$ cat src/rtl/vector_softmax_assert.svh
// assertion macros for the softmax block
`ifndef VECTOR_SOFTMAX_ASSERT_SVH
`define VECTOR_SOFTMAX_ASSERT_SVH

// same-cycle implication
`define VSM_ASSERT_NOW(label, ante, cons, msg) \
  label: assert property (@(posedge clk) disable iff (rst) (ante) |-> (cons)) else $error(msg);

// next-cycle implication
`define VSM_ASSERT_NEXT(label, ante, cons, msg) \
  label: assert property (@(posedge clk) disable iff (rst) (ante) |=> (cons)) else $error(msg);

`endif

$ cat src/rtl/vsm_pkg.sv
// shared types, constants and lookup tables of the softmax block
package vsm_pkg;

  localparam int MAX_LEN_DEF = 32;
  localparam int QDEPTH      = 4;
  localparam int QPTR_W      = 2;
  localparam int NEG_W       = 18;
  localparam int BASE_W      = 19;
  localparam logic [19:0] LN2_Q16 = 20'd45426;

  typedef struct packed {
    logic signed [15:0] score;
    logic               last_in;
  } vsm_in_t;

  typedef struct packed {
    logic [15:0] probability;
    logic        last_out;
    logic        overflow;
  } vsm_out_t;

  typedef struct packed {
    logic signed [15:0] score;
    logic               last;
    logic               keep;
  } vsm_cmd_t;

  typedef struct packed {
    logic     valid;
    vsm_cmd_t cmd;
  } vsm_q_t;

  typedef enum logic [5:0] {
    ST_LOAD = 6'b000001,
    ST_SUM  = 6'b000010,
    ST_LNA  = 6'b000100,
    ST_LNB  = 6'b001000,
    ST_LNC  = 6'b010000,
    ST_EMIT = 6'b100000
  } vsm_state_t;

  localparam logic [15:0] EXP_HI [16] = '{
    16'd65535, 16'd61565, 16'd57835, 16'd54331, 16'd51039, 16'd47947, 16'd45042, 16'd42313,
    16'd39750, 16'd37341, 16'd35079, 16'd32954, 16'd30957, 16'd29081, 16'd27319, 16'd25664
  };

  localparam logic [15:0] EXP_LO [16] = '{
    16'd65535, 16'd65280, 16'd65026, 16'd64772, 16'd64520, 16'd64268, 16'd64018, 16'd63768,
    16'd63520, 16'd63272, 16'd63025, 16'd62780, 16'd62535, 16'd62291, 16'd62048, 16'd61806
  };

  // entry zero of the fine tables is 1.0, which does not fit 16 bits
  function automatic logic [16:0] exp_hi(input logic [3:0] idx);
    exp_hi = (idx == 4'd0) ? 17'd65536 : {1'b0, EXP_HI[idx]};
  endfunction

  function automatic logic [16:0] exp_lo(input logic [3:0] idx);
    exp_lo = (idx == 4'd0) ? 17'd65536 : {1'b0, EXP_LO[idx]};
  endfunction

  function automatic logic [16:0] exp_int(input logic [3:0] idx);
    case (idx)
      4'd0:    exp_int = 17'd65536;
      4'd1:    exp_int = 17'd24109;
      4'd2:    exp_int = 17'd8869;
      4'd3:    exp_int = 17'd3263;
      4'd4:    exp_int = 17'd1200;
      4'd5:    exp_int = 17'd442;
      4'd6:    exp_int = 17'd162;
      4'd7:    exp_int = 17'd60;
      4'd8:    exp_int = 17'd22;
      4'd9:    exp_int = 17'd8;
      4'd10:   exp_int = 17'd3;
      4'd11:   exp_int = 17'd1;
      default: exp_int = 17'd0;
    endcase
  endfunction

  function automatic logic [15:0] ln_tab(input logic [4:0] idx);
    case (idx)
      5'd0:    ln_tab = 16'd0;
      5'd1:    ln_tab = 16'd3973;
      5'd2:    ln_tab = 16'd7719;
      5'd3:    ln_tab = 16'd11262;
      5'd4:    ln_tab = 16'd14624;
      5'd5:    ln_tab = 16'd17821;
      5'd6:    ln_tab = 16'd20870;
      5'd7:    ln_tab = 16'd23783;
      5'd8:    ln_tab = 16'd26573;
      5'd9:    ln_tab = 16'd29248;
      5'd10:   ln_tab = 16'd31818;
      5'd11:   ln_tab = 16'd34292;
      5'd12:   ln_tab = 16'd36675;
      5'd13:   ln_tab = 16'd38975;
      5'd14:   ln_tab = 16'd41196;
      5'd15:   ln_tab = 16'd43345;
      5'd16:   ln_tab = 16'd45426;
      default: ln_tab = 16'd0;
    endcase
  endfunction

endpackage

$ cat src/rtl/vsm_ram.sv
// generic single-port-write ram with registered read
module vsm_ram #(
  parameter int Width = 16,
  parameter int Depth = 32
) (
  input  logic                                   clk,
  input  logic                                   we,
  input  logic [((Depth > 1) ? $clog2(Depth) : 1)-1:0] waddr,
  input  logic [Width-1:0]                       wdata,
  input  logic [((Depth > 1) ? $clog2(Depth) : 1)-1:0] raddr,
  output logic [Width-1:0]                       rdata
);
  logic [Width-1:0] mem [Depth];

  always_ff @(posedge clk) begin
    if (we) begin
      mem[waddr] <= wdata;
    end
    rdata <= mem[raddr];
  end
endmodule

$ cat src/rtl/vsm_front.sv
// front end: takes beats, marks kept or dropped elements, queues them
module vsm_front #(
  parameter int MaxLen = vsm_pkg::MAX_LEN_DEF
) (
  input  logic             clk,
  input  logic             rst,
  input  logic             in_valid,
  output logic             in_stall,
  input  vsm_pkg::vsm_in_t in_data,
  output vsm_pkg::vsm_q_t  q_head,
  input  logic             q_pop
);
  import vsm_pkg::*;

  localparam int CntW = $clog2(MaxLen + 1);

  vsm_cmd_t           entries [QDEPTH];
  logic [QPTR_W-1:0]  wr_ptr;
  logic [QPTR_W-1:0]  rd_ptr;
  logic [QPTR_W:0]    fill;
  logic [QPTR_W:0]    fill_next;
  logic [CntW-1:0]    fcount;
  logic               accept;
  logic               keep;

  assign in_stall = (fill == (QPTR_W + 1)'(QDEPTH));
  assign accept   = in_valid && !in_stall;
  assign keep     = (fcount < CntW'(MaxLen));

  assign q_head.valid = (fill != '0);
  assign q_head.cmd   = entries[rd_ptr];

  always_comb begin
    fill_next = fill;
    if (accept && !q_pop) begin
      fill_next = fill + 1'b1;
    end else if (!accept && q_pop) begin
      fill_next = fill - 1'b1;
    end
  end

  always_ff @(posedge clk) begin
    if (accept) begin
      entries[wr_ptr] <= '{score: in_data.score, last: in_data.last_in, keep: keep};
    end
  end

  always_ff @(posedge clk) begin
    if (rst) begin
      wr_ptr <= '0;
      rd_ptr <= '0;
      fill   <= '0;
      fcount <= '0;
    end else begin
      fill <= fill_next;
      if (accept) begin
        wr_ptr <= wr_ptr + 1'b1;
        if (in_data.last_in) begin
          fcount <= '0;
        end else if (keep) begin
          fcount <= fcount + 1'b1;
        end
      end
      if (q_pop) begin
        rd_ptr <= rd_ptr + 1'b1;
      end
    end
  end
endmodule

$ cat src/rtl/vsm_exp.sv
// three-stage exp(-n) unit, unsigned q10.8 argument to q1.16 result
module vsm_exp (
  input  logic                      clk,
  input  logic                      rst,
  input  logic                      in_valid,
  input  logic [vsm_pkg::NEG_W-1:0] n,
  output logic                      out_valid,
  output logic [16:0]               r
);
  import vsm_pkg::*;

  logic        v0;
  logic        v1;
  logic [16:0] r0;
  logic [16:0] r1;
  logic [3:0]  hi0;
  logic [3:0]  lo0;
  logic [3:0]  lo1;
  logic [33:0] p1;
  logic [33:0] p2;

  assign p1 = 34'(r0) * 34'(exp_hi(hi0)) + 34'd32768;
  assign p2 = 34'(r1) * 34'(exp_lo(lo1)) + 34'd32768;

  always_ff @(posedge clk) begin
    r0  <= (n >= NEG_W'(3072)) ? 17'd0 : exp_int(n[11:8]);
    hi0 <= n[7:4];
    lo0 <= n[3:0];
    r1  <= p1[32:16];
    lo1 <= lo0;
    r   <= p2[32:16];
  end

  always_ff @(posedge clk) begin
    if (rst) begin
      v0        <= 1'b0;
      v1        <= 1'b0;
      out_valid <= 1'b0;
    end else begin
      v0        <= in_valid;
      v1        <= v0;
      out_valid <= v1;
    end
  end
endmodule

$ cat src/rtl/vsm_back.sv
// back end: stores elements, sums exponentials, takes the log, emits probabilities
module vsm_back #(
  parameter int MaxLen = vsm_pkg::MAX_LEN_DEF
) (
  input  logic              clk,
  input  logic              rst,
  input  vsm_pkg::vsm_q_t   q_head,
  output logic              q_pop,
  output logic              out_valid,
  input  logic              out_stall,
  output vsm_pkg::vsm_out_t out_data
);
  import vsm_pkg::*;

  localparam int CntW  = $clog2(MaxLen + 1);
  localparam int AddrW = (MaxLen > 1) ? $clog2(MaxLen) : 1;
  localparam int SumW  = $clog2(MaxLen) + 17;

  vsm_state_t             state;
  logic [CntW-1:0]        count;
  logic signed [15:0]     run_max;
  logic signed [15:0]     max_next;
  logic                   dropped;
  logic [CntW-1:0]        issue_cnt;
  logic [CntW-1:0]        ret_cnt;
  logic [SumW-1:0]        exp_sum;
  logic signed [BASE_W-1:0] base;
  logic [3:0]             ln_k;
  logic [3:0]             ln_j;
  logic [11:0]            ln_q;
  logic                   ln_small;
  logic [23:0]            ln_prod;
  logic                   inflight;
  logic                   rd_vld;
  logic                   rd_issue;
  logic [15:0]            rdata;
  logic signed [BASE_W-1:0] diff;
  logic [NEG_W-1:0]       exp_n;
  logic                   exp_vld;
  logic [16:0]            exp_r;
  logic [23:0]            s_ext;
  logic [23:0]            s_shift;
  logic [3:0]             k_find;
  logic [15:0]            ln_step;
  logic [19:0]            ln_total;
  logic [19:0]            ln_round;
  logic [11:0]            ln_val;
  logic                   emit_last;

  assign q_pop = q_head.valid && (state == ST_LOAD);
  assign max_next = (q_head.cmd.keep && (q_head.cmd.score > run_max)) ? q_head.cmd.score
                                                                       : run_max;

  always_comb begin
    rd_issue = 1'b0;
    if (state == ST_SUM) begin
      rd_issue = (issue_cnt < count);
    end else if (state == ST_EMIT) begin
      rd_issue = !inflight && !out_valid;
    end
  end

  vsm_ram #(.Width(16), .Depth(MaxLen)) u_store (
    .clk  (clk),
    .we   (q_pop && q_head.cmd.keep),
    .waddr(count[AddrW-1:0]),
    .wdata(q_head.cmd.score),
    .raddr(issue_cnt[AddrW-1:0]),
    .rdata(rdata)
  );

  assign diff  = base - BASE_W'(signed'(rdata));
  assign exp_n = diff[BASE_W-1] ? '0 : diff[NEG_W-1:0];

  vsm_exp u_exp (
    .clk      (clk),
    .rst      (rst),
    .in_valid (rd_vld),
    .n        (exp_n),
    .out_valid(exp_vld),
    .r        (exp_r)
  );

  assign s_ext   = 24'(exp_sum);
  assign s_shift = s_ext >> ln_k;

  always_comb begin
    k_find = 4'd0;
    for (int kk = SumW - 17; kk >= 0; kk--) begin
      if ((s_ext >> kk) < 24'd131072) begin
        k_find = 4'(kk);
      end
    end
  end

  assign ln_step  = ln_tab({1'b0, ln_j} + 5'd1) - ln_tab({1'b0, ln_j});
  assign ln_total = 20'(ln_k) * LN2_Q16 + 20'(ln_tab({1'b0, ln_j}))
                  + 20'((ln_prod + 24'd2048) >> 12);
  assign ln_round = ln_total + 20'd128;
  assign ln_val   = ln_small ? 12'd0 : ln_round[19:8];
  assign emit_last = (issue_cnt + 1'b1 == count);

  always_ff @(posedge clk) begin
    if (rst) begin
      state     <= ST_LOAD;
      count     <= '0;
      run_max   <= 16'sh8000;
      dropped   <= 1'b0;
      issue_cnt <= '0;
      ret_cnt   <= '0;
      exp_sum   <= '0;
      inflight  <= 1'b0;
      rd_vld    <= 1'b0;
      out_valid <= 1'b0;
    end else begin
      rd_vld <= rd_issue;
      if (out_valid && !out_stall) begin
        out_valid <= 1'b0;
      end
      unique case (state)
        ST_LOAD: begin
          if (q_pop) begin
            run_max <= max_next;
            if (q_head.cmd.keep) begin
              count <= count + 1'b1;
            end else begin
              dropped <= 1'b1;
            end
            if (q_head.cmd.last) begin
              state     <= ST_SUM;
              issue_cnt <= '0;
              ret_cnt   <= '0;
              exp_sum   <= '0;
              base      <= BASE_W'(max_next);
            end
          end
        end
        ST_SUM: begin
          if (rd_issue) begin
            issue_cnt <= issue_cnt + 1'b1;
          end
          if (exp_vld) begin
            exp_sum <= exp_sum + SumW'(exp_r);
            ret_cnt <= ret_cnt + 1'b1;
            if (ret_cnt + 1'b1 == count) begin
              state <= ST_LNA;
            end
          end
        end
        ST_LNA: begin
          ln_small <= (exp_sum < SumW'(65536));
          ln_k     <= k_find;
          state    <= ST_LNB;
        end
        ST_LNB: begin
          ln_j    <= s_shift[15:12];
          ln_q    <= s_shift[11:0];
          state   <= ST_LNC;
        end
        ST_LNC: begin
          ln_prod <= 24'(ln_step) * 24'(ln_q);
          state   <= ST_EMIT;
          issue_cnt <= '0;
          inflight  <= 1'b0;
        end
        ST_EMIT: begin
          if (base == BASE_W'(run_max)) begin
            base <= BASE_W'(run_max) + BASE_W'(ln_val);
          end
          if (rd_issue) begin
            inflight <= 1'b1;
          end
          if (exp_vld) begin
            inflight  <= 1'b0;
            out_valid <= 1'b1;
            out_data.probability <= exp_r[16] ? 16'hFFFF : exp_r[15:0];
            out_data.last_out    <= emit_last;
            out_data.overflow    <= dropped;
            issue_cnt <= issue_cnt + 1'b1;
            if (emit_last) begin
              state   <= ST_LOAD;
              count   <= '0;
              run_max <= 16'sh8000;
              dropped <= 1'b0;
            end
          end
        end
        default: state <= ST_LOAD;
      endcase
    end
  end
endmodule

$ cat src/rtl/vector_softmax.sv
// Softmax over a vector of signed Q8.8 scores, one element per input beat, the
// beat with last_in set closing the vector. Up to MaxLen elements are kept;
// later ones are dropped and every result of that vector carries overflow.
// No result appears until the vector closes; then one Q0.16 probability per
// kept element comes out in arrival order, the final one marked by last_out.
// A four-entry queue sits between the input side and the compute side, so
// input beats keep flowing while a previous vector is still being emitted
// until the queue is full. A vector of N kept elements is loaded, its
// exponentials are summed and their logarithm taken; then each element goes
// singly through the element RAM read and the three-stage exponential unit,
// and the next one is read only after its result beat has been taken.
module vector_softmax #(
  parameter int MaxLen = vsm_pkg::MAX_LEN_DEF
) (
  input  logic              clk,
  input  logic              rst,
  input  logic              in_valid,
  output logic              in_stall,
  input  vsm_pkg::vsm_in_t  in_data,
  output logic              out_valid,
  input  logic              out_stall,
  output vsm_pkg::vsm_out_t out_data
);
  import vsm_pkg::*;

`include "vector_softmax_assert.svh"

  vsm_q_t q_head;
  logic   q_pop;

  vsm_front #(.MaxLen(MaxLen)) u_front (
    .clk     (clk),
    .rst     (rst),
    .in_valid(in_valid),
    .in_stall(in_stall),
    .in_data (in_data),
    .q_head  (q_head),
    .q_pop   (q_pop)
  );

  vsm_back #(.MaxLen(MaxLen)) u_back (
    .clk      (clk),
    .rst      (rst),
    .q_head   (q_head),
    .q_pop    (q_pop),
    .out_valid(out_valid),
    .out_stall(out_stall),
    .out_data (out_data)
  );

  `VSM_ASSERT_NOW(a_pop_needs_entry, q_pop, q_head.valid, "queue popped while empty")
  `VSM_ASSERT_NEXT(a_gap_after_last, out_valid && !out_stall && out_data.last_out, !out_valid, "result right after vector end")

endmodule
$ cat config.mk
export PLATFORM = sky130hd
export DESIGN_NAME = vector_softmax
export DESIGN_NICKNAME = d
export VERILOG_FILES = /design/src/rtl/vsm_pkg.sv /design/src/rtl/vsm_ram.sv /design/src/rtl/vsm_front.sv /design/src/rtl/vsm_exp.sv /design/src/rtl/vsm_back.sv /design/src/rtl/vector_softmax.sv
export VERILOG_INCLUDE_DIRS = /design/src /design/src/rtl
export SDC_FILE = /design/constraint.sdc
export NUM_CORES = 2
export LEC_CHECK = 0
export ABC_AREA = 1
export BUFFER_PORTS_ARGS = -buffer_cell sky130_fd_sc_hd__clkbuf_2
export CAP_MARGIN = 5
export CORE_MARGIN = 2
export CORE_UTILIZATION = 47
export DETAILED_ROUTE_END_ITERATION = 12
export GPL_TIMING_DRIVEN = 0
export PLACE_DENSITY = 0.64
export SYNTH_ARGS = -nofsm -noshare
export SYNTH_HDL_FRONTEND = slang
export SYNTH_SLANG_ARGS = --single-unit
export TNS_END_PERCENT = 10
$ cat constraint.sdc
create_clock -name clk -period 21.2 [get_ports clk]
set_input_delay 4.24 -clock clk [delete_from_list [all_inputs] [get_ports clk]]
set_output_delay 4.24 -clock clk [all_outputs]
set_load 0.01 [all_outputs]
[Word-level counts from Yosys, hierarchy flattened]
Memory sizes are Yosys's and may differ from the RTL's. A register that Yosys moved wholly into a read port is not among the register bits.
Index checks and enable logic that the tools add are counted.
Operators by class
  add/sub/neg operators: 19
  multiply operators: 4
  order comparisons: 13
  equality and inequality tests: 21
  shift operators: 1
  multiplexer cells: 70
  bitwise gates (word level): 3
  reductions and logical operators: 39
Operator list (count)
  two-way mux 16 bit: 8
  two-way mux 6 bit: 17
  adder 33 x 16 -> 33 bit (second input constant): 2
  multiplier 17 x 17 -> 33 bit: 2
  two-way mux 22 bit: 3
  two-way mux 19 bit: 3
  case mux 22 bit (2 select lines): 1
  case mux 19 bit (2 select lines): 1
  case mux 6 bit (6 select lines): 1
  two-way mux 17 bit: 2
  case mux 16 bit (2 select lines): 1
  adder 24 x 12 -> 24 bit (second input constant): 1
  adder 6 x 1 -> 6 bit (second input constant): 4
  multiplier 16 x 12 -> 24 bit: 1
  case mux 6 bit (2 select lines): 2
  case mux 6 bit (4 select lines): 1
  adder 22 x 17 -> 22 bit: 1
  < comparator 22 x 17 -> 1 bit (second input constant): 1
  < comparator 22 x 18 -> 1 bit (second input constant): 1
  right shift 22 x 4 -> 16 bit: 1
  < comparator 21 x 18 -> 1 bit (second input constant): 1
  adder 20 x 12 -> 20 bit: 1
  adder 20 x 16 -> 20 bit: 1
  adder 20 x 8 -> 20 bit (second input constant): 1
  other kinds (52): 112
Word-level totals
  register bits after elaboration: 227
  bits in writable memories: 584
  ROM bits: 1776
  input bits: 21
  output and inout port bits: 20
  memories: 8
Memories
  (name not given): depth 32, width 16, rd ports 1, clocked after memory_dff 0, write ports 0, line vsm_pkg.sv:80  | case (idx)
  u_back.u_store.mem: depth 32, width 16, rd ports 1, clocked after memory_dff 1, write ports 1, line vsm_ram.sv:13  | logic [Width-1:0] mem [Depth];
  (name not given): depth 16, width 16, rd ports 1, clocked after memory_dff 0, write ports 0, line vsm_pkg.sv:58  | exp_lo = (idx == 4'd0) ? 17'd65536 : {1'b0, EXP_LO[idx]};
  (name not given): depth 16, width 16, rd ports 1, clocked after memory_dff 0, write ports 0, line vsm_pkg.sv:54  | exp_hi = (idx == 4'd0) ? 17'd65536 : {1'b0, EXP_HI[idx]};
  (name not given): depth 16, width 16, rd ports 1, clocked after memory_dff 1, write ports 0, line vsm_pkg.sv:80
  (name not given): depth 16, width 16, rd ports 1, clocked after memory_dff 1, write ports 0, line vsm_pkg.sv:80
  2 more memories

[Logic depth before layout (Yosys ltp)]
  depth after elaboration: 8
  gate-level depth with buffers: 42
  mapped depth without buffers: 41

[Modules after synthesis]
A second synthesis with hierarchy kept.
Second synthesis, totals
  cells, all modules: 7172
  area total of the unflattened synthesis: 63561.0 um^2
By module, submodules not included
  vsm_ram: instances 1, cells each 1794, area an instance 21301.7 um^2
  vsm_exp: instances 1, cells each 2635, area an instance 20518.4 um^2
  vsm_back: instances 1, cells each 2464, area an instance 18297.5 um^2
  vsm_front: instances 1, cells each 279, area an instance 3443.3 um^2

[Least setup slack after synthesis]
No wires, ideal clock.
  path type: reg-to-reg
  start: register u_back.ln_j[0]
  end: register u_back.ln_prod[23], data pin
  library setup time: 0.252 ns
  data arrival time: 7.151 ns
  data required time: 20.948 ns
  slack: 13.797 ns
  cell stages (with the launch flop): 38
  buffers on the path: 1
  cells stage by stage: edfxtp_1 ha_1 inv_1 ha_1 clkbuf_1 clkinv_1 nor2_1 inv_1 o21ai_0 o211ai_1 nand2_1 inv_1 ha_1 nand2_1 inv_1 a21oi_1 nand2_1 a21oi_1 (+2 left out) nand2_1 fa_1 fa_1 inv_1 fa_1 fa_1 inv_1 fa_1 inv_1 ha_1 a21oi_1 o21ai_0 a21oi_1 o211ai_1 a31oi_1 inv_1 nand2_1 nand2_1
On the way
  word-level cells in the longest chain between the ends: 4
RTL lines
  start: declaration: line vsm_back.sv:29  | logic [3:0] ln_j;
  start signal: assignment: line vsm_back.sv:156  | ln_j <= s_shift[15:12];
  adder 4 x 1 -> 5 bit: line vsm_back.sv:96  | assign ln_step = ln_tab({1'b0, ln_j} + 5'd1) - ln_tab({1'b0, ln_j});
  memory (32 x 16 bit)
  subtractor 16 bit: line vsm_back.sv:96
  multiplier 16 x 12 -> 24 bit: line vsm_back.sv:161  | ln_prod <= 24'(ln_step) * 24'(ln_q);
  end signal: assignment: line vsm_back.sv:161
  end: declaration: line vsm_back.sv:32  | logic [23:0] ln_prod;
No other way between the ends.
A chain may end at the register's enable or synchronous reset.

[Final worst setup path]
  start: register u_back.ln_j[0]
  end: register u_back.ln_prod[20], data pin
The elaborated chain is that of the path after synthesis.

==> flow_summary.yaml <==
status:
  status: "finished, final reports clean"
layout:
  drive_above_1_share_pct: 6.758
  fin_nets: 7922
  area_growth_syn_to_layout_pct: 11.25
  stdcell_area_um2: 69140
  instances_no_fill: 8695
  final_util_pct: 52.66
  diodes: 0
  layout_common_cells: "inv_1 (1088), nand2_1 (989), nor2_1 (835), edfxtp_1 (652), fa_1 (551)"
  final_common_cell: "inv_1"
timing:
  fmax_mhz: 107.7
  slew-limit-headroom_pct: 20.65
  final.period_utilization_pct: 43.79
  period_minus_slack_ns: 9.284
  hold_viol_final: 0
  finClkSkew_ns: 0.06458
  rsz0062_at_grt: "false"
  maxSlewViolCount: 0
  worstMarginPinSlew_ns: 1.186
  setup-violations-final: 0
  fin_setup_tns_ns: 0
floorplanning:
  core-area_um2: 131300
  rows: 133
  start_util_pct: 47.33
  io_pins: 41
  die_height_um: 367.6
  die-area_um2: 135200
  die_x_um: 367.6
routing:
  wl_per_cell_um: 20.97
  drc_errors: 0
  ant_nets: 0
  dr.pass1.iters: 6
  viasPerCell: 5.526
  wl_mm: 182.3
  vias: 48050
  dr.first_iter.drc_count: 4504
logic_synthesis:
  syn_area_um2: 62150
  ys.flop_type: "edfxtp_1"
  synth_cell_types: 78
  ys_seq_area_share_pct: 37.17
  synth-seq-cells: 828
  synth_area_leaders: "edfxtp_1 (32%), fa_1 (18%), ha_1 (9.7%)"
  synth_edf_count: 652
  synth_mux_area_share_pct: 0.06442
  yosys.area.top_type: "edfxtp_1"
  synth_xor_xnor_area_share_pct: 1.701
  synth_top_family_by_area: "adder cells"
  yosys_warnings: 0
  synth_top_area_share_pct: 31.50
  syn_area_per_cell_um2: 9.318
  yosys.area_share.adder_pct: 27.47
  synth_cells: 6670
  yosys.area_share.simple_pct: 14.99
  synthArstFlopShare_pct: 0
  synth-compound-area-share_pct: 10.17
clock_tree:
  insertion_delay_ns: 0.73
  cts_resized: 0
  clk_path_buf_depth: 3
  ctsRootBufferMaster: "clkbuf_16"
  cts_buffers: 87
  cts_setup_buffers: 0
  clkSinkCount: 828
  htreeDepth: 3
  cts_tree: "done"
  hold_buffers: 0
  cts.clk_slew.worst_paths_ns: 0.06
critical_path:
  critPathTopFamily: "adder cells"
  startpoint: "u_back.ln_j[0]$_DFFE_PP_"
  cp.arrival_ns: 9.70
  crit-reg2reg-launch: "u_back.ln_j[0]$_DFFE_PP_"
  crit_path_frequent_cell: "inv_1"
  cp-start-kind: "register"
  path_class: "reg2reg"
  cp.depth: 34
  worst-path-buf-inv: 8
  end_kind: "register"
  crit_path_max_fanout: 12
  timing.rr.end: "u_back.ln_prod[20]$_DFFE_PP_"
  rr_worst_depth: 34
  slowest_stage: "xor2_1"
  timing.critical_path.slowest_cell_delay_ns: 0.94
  endpoint: "u_back.ln_prod[20]$_DFFE_PP_"
  r2r_slack_ns: 11.92
  crit_required_ns: 21.62
grt:
  gr-total-overflow: 0
  grt_max_degree: 27
  grt_pass1_vias: 47470
  grt_pass1_wl_mm: 280.1
  track_usage_pct: 26.95
  antenna_found_initial: 2
placed_design:
  dp.cells: 8533
  port-buffer-count: 39
  dp_hpwl_mm: 143.4
  gp_congestion: 0.9802
  placed_area_um2: 66120
pwr:
  leakage_nw: 30.04
  power_density_nw_per_um2: 125.1
  ir_drop_uv: 151.2
  finalPower_mw: 8.651
worst_hold_path:
  hold_class: "reg2reg"
run:
  drv_cap: 0
-- cell families after synthesis --
kind of cell	after synthesis
simple gates	2257
buf+inv	1361
compound gates	1065
fa+ha+maj	1034
flops	828
xor+xnor	119
mux	4
other cells	2
-- worst register-to-register path: cells and delay by family, from the launching register on --
kind            cells  cell delay (ns)
buf+inv             8             1.45
simple gates        9             1.11
flops               1             0.61
compound gates      6             1.28
fa+ha+maj           9             3.53
xor+xnor            2             1.09
-- synthesized netlist by cell type, types with 39 or more instances --
cell,n
a21oi_1,249
clkbuf_1,161
dfxtp_1,176
edfxtp_1,652
fa_1,551
ha_1,483
inv_1,1088
nand2_1,989
nand3_1,219
nor2_1,871
nor3_1,39
o21ai_0,451
o21ai_1,46
o221ai_1,97
o22ai_1,44
xor2_1,84
-- routing by layer --
metal / part of all wire [%] / global-route usage, % / wire [µm]
met4: 3.8 / 9.442 / 6961
met1: 42 / 37.12 / 76960
met3: 8.0 / 4.047 / 14640
met5: 0.018 / 0 / 32
met2: 46 / 43.40 / 83690
-- final cells by class --
| cell class | count | area (µm²) |
|---|---|---|
| Inverter | 1130 | 4249 |
| Sequential cell | 828 | 23100 |
| Multi-Input combinational cell | 4496 | 34250 |
| Timing Repair Buffer | 93 | 1335 |
| Clock inverter | 60 | 738.2 |
| Fill cell | 11910 | 62160 |
| Tap cell | 1755 | 2196 |
| Clock buffer | 102 | 2283 |
| Buffer | 231 | 982.2 |
-- registers in the layout (all words and copies together), names as in the netlist, 4 cells and up, named ones only --
name                  flops
u_back.base              17
u_back.count              6
u_back.exp_sum           22
u_back.issue_cnt          6
u_back.ln_j               4
u_back.ln_prod           13
u_back.ln_q              12
u_back.out_data          18
u_back.ret_cnt            6
u_back.run_max           16
u_back.state              6
u_back.u_exp.hi0          4
u_back.u_exp.lo0          4
u_back.u_exp.lo1          4
u_back.u_exp.r           17
u_back.u_exp.r0          14
u_back.u_exp.r1          17
u_back.u_store.mem      512
u_back.u_store.rdata     16
u_front.entries          72
u_front.fcount            6
-- through the flow --
step                      worst slack (ns)  hold slack, ns
after floorplan                      13.80          0.3096
after detailed placement             12.09          0.3160
after global placement               12.08          0.3106
after CTS                            12.07          0.3290
after global routing                 11.54          0.3335
final                                11.92          0.3254
-- where the power goes --
group | total (mW) | switching, mW | internal, mW | leakage [nW]
Clock | 1.60 | 0.689 | 0.907 | 1.45
Combinational | 4.83 | 3.27 | 1.56 | 21.3
Sequential | 2.23 | 0.0934 | 2.13 | 7.33
-- worst min-delay path by stage --
stage                           startpoint                          end  cells after the start
5_1_grt        u_back.u_exp.lo0[1]$_DFF_P_  u_back.u_exp.lo1[1]$_DFF_P_                      0
4_1_cts        u_back.u_exp.lo0[3]$_DFF_P_  u_back.u_exp.lo1[3]$_DFF_P_                      0
3_3_place_gp   u_back.u_exp.lo0[2]$_DFF_P_  u_back.u_exp.lo1[2]$_DFF_P_                      0
2_1_floorplan  u_back.u_exp.lo0[0]$_DFF_P_  u_back.u_exp.lo1[0]$_DFF_P_                      0
3_5_place_dp   u_back.u_exp.lo0[3]$_DFF_P_  u_back.u_exp.lo1[3]$_DFF_P_                      0
6_report       u_back.u_exp.lo0[3]$_DFF_P_  u_back.u_exp.lo1[3]$_DFF_P_                      0
Power figures use the tool's default switching activity.
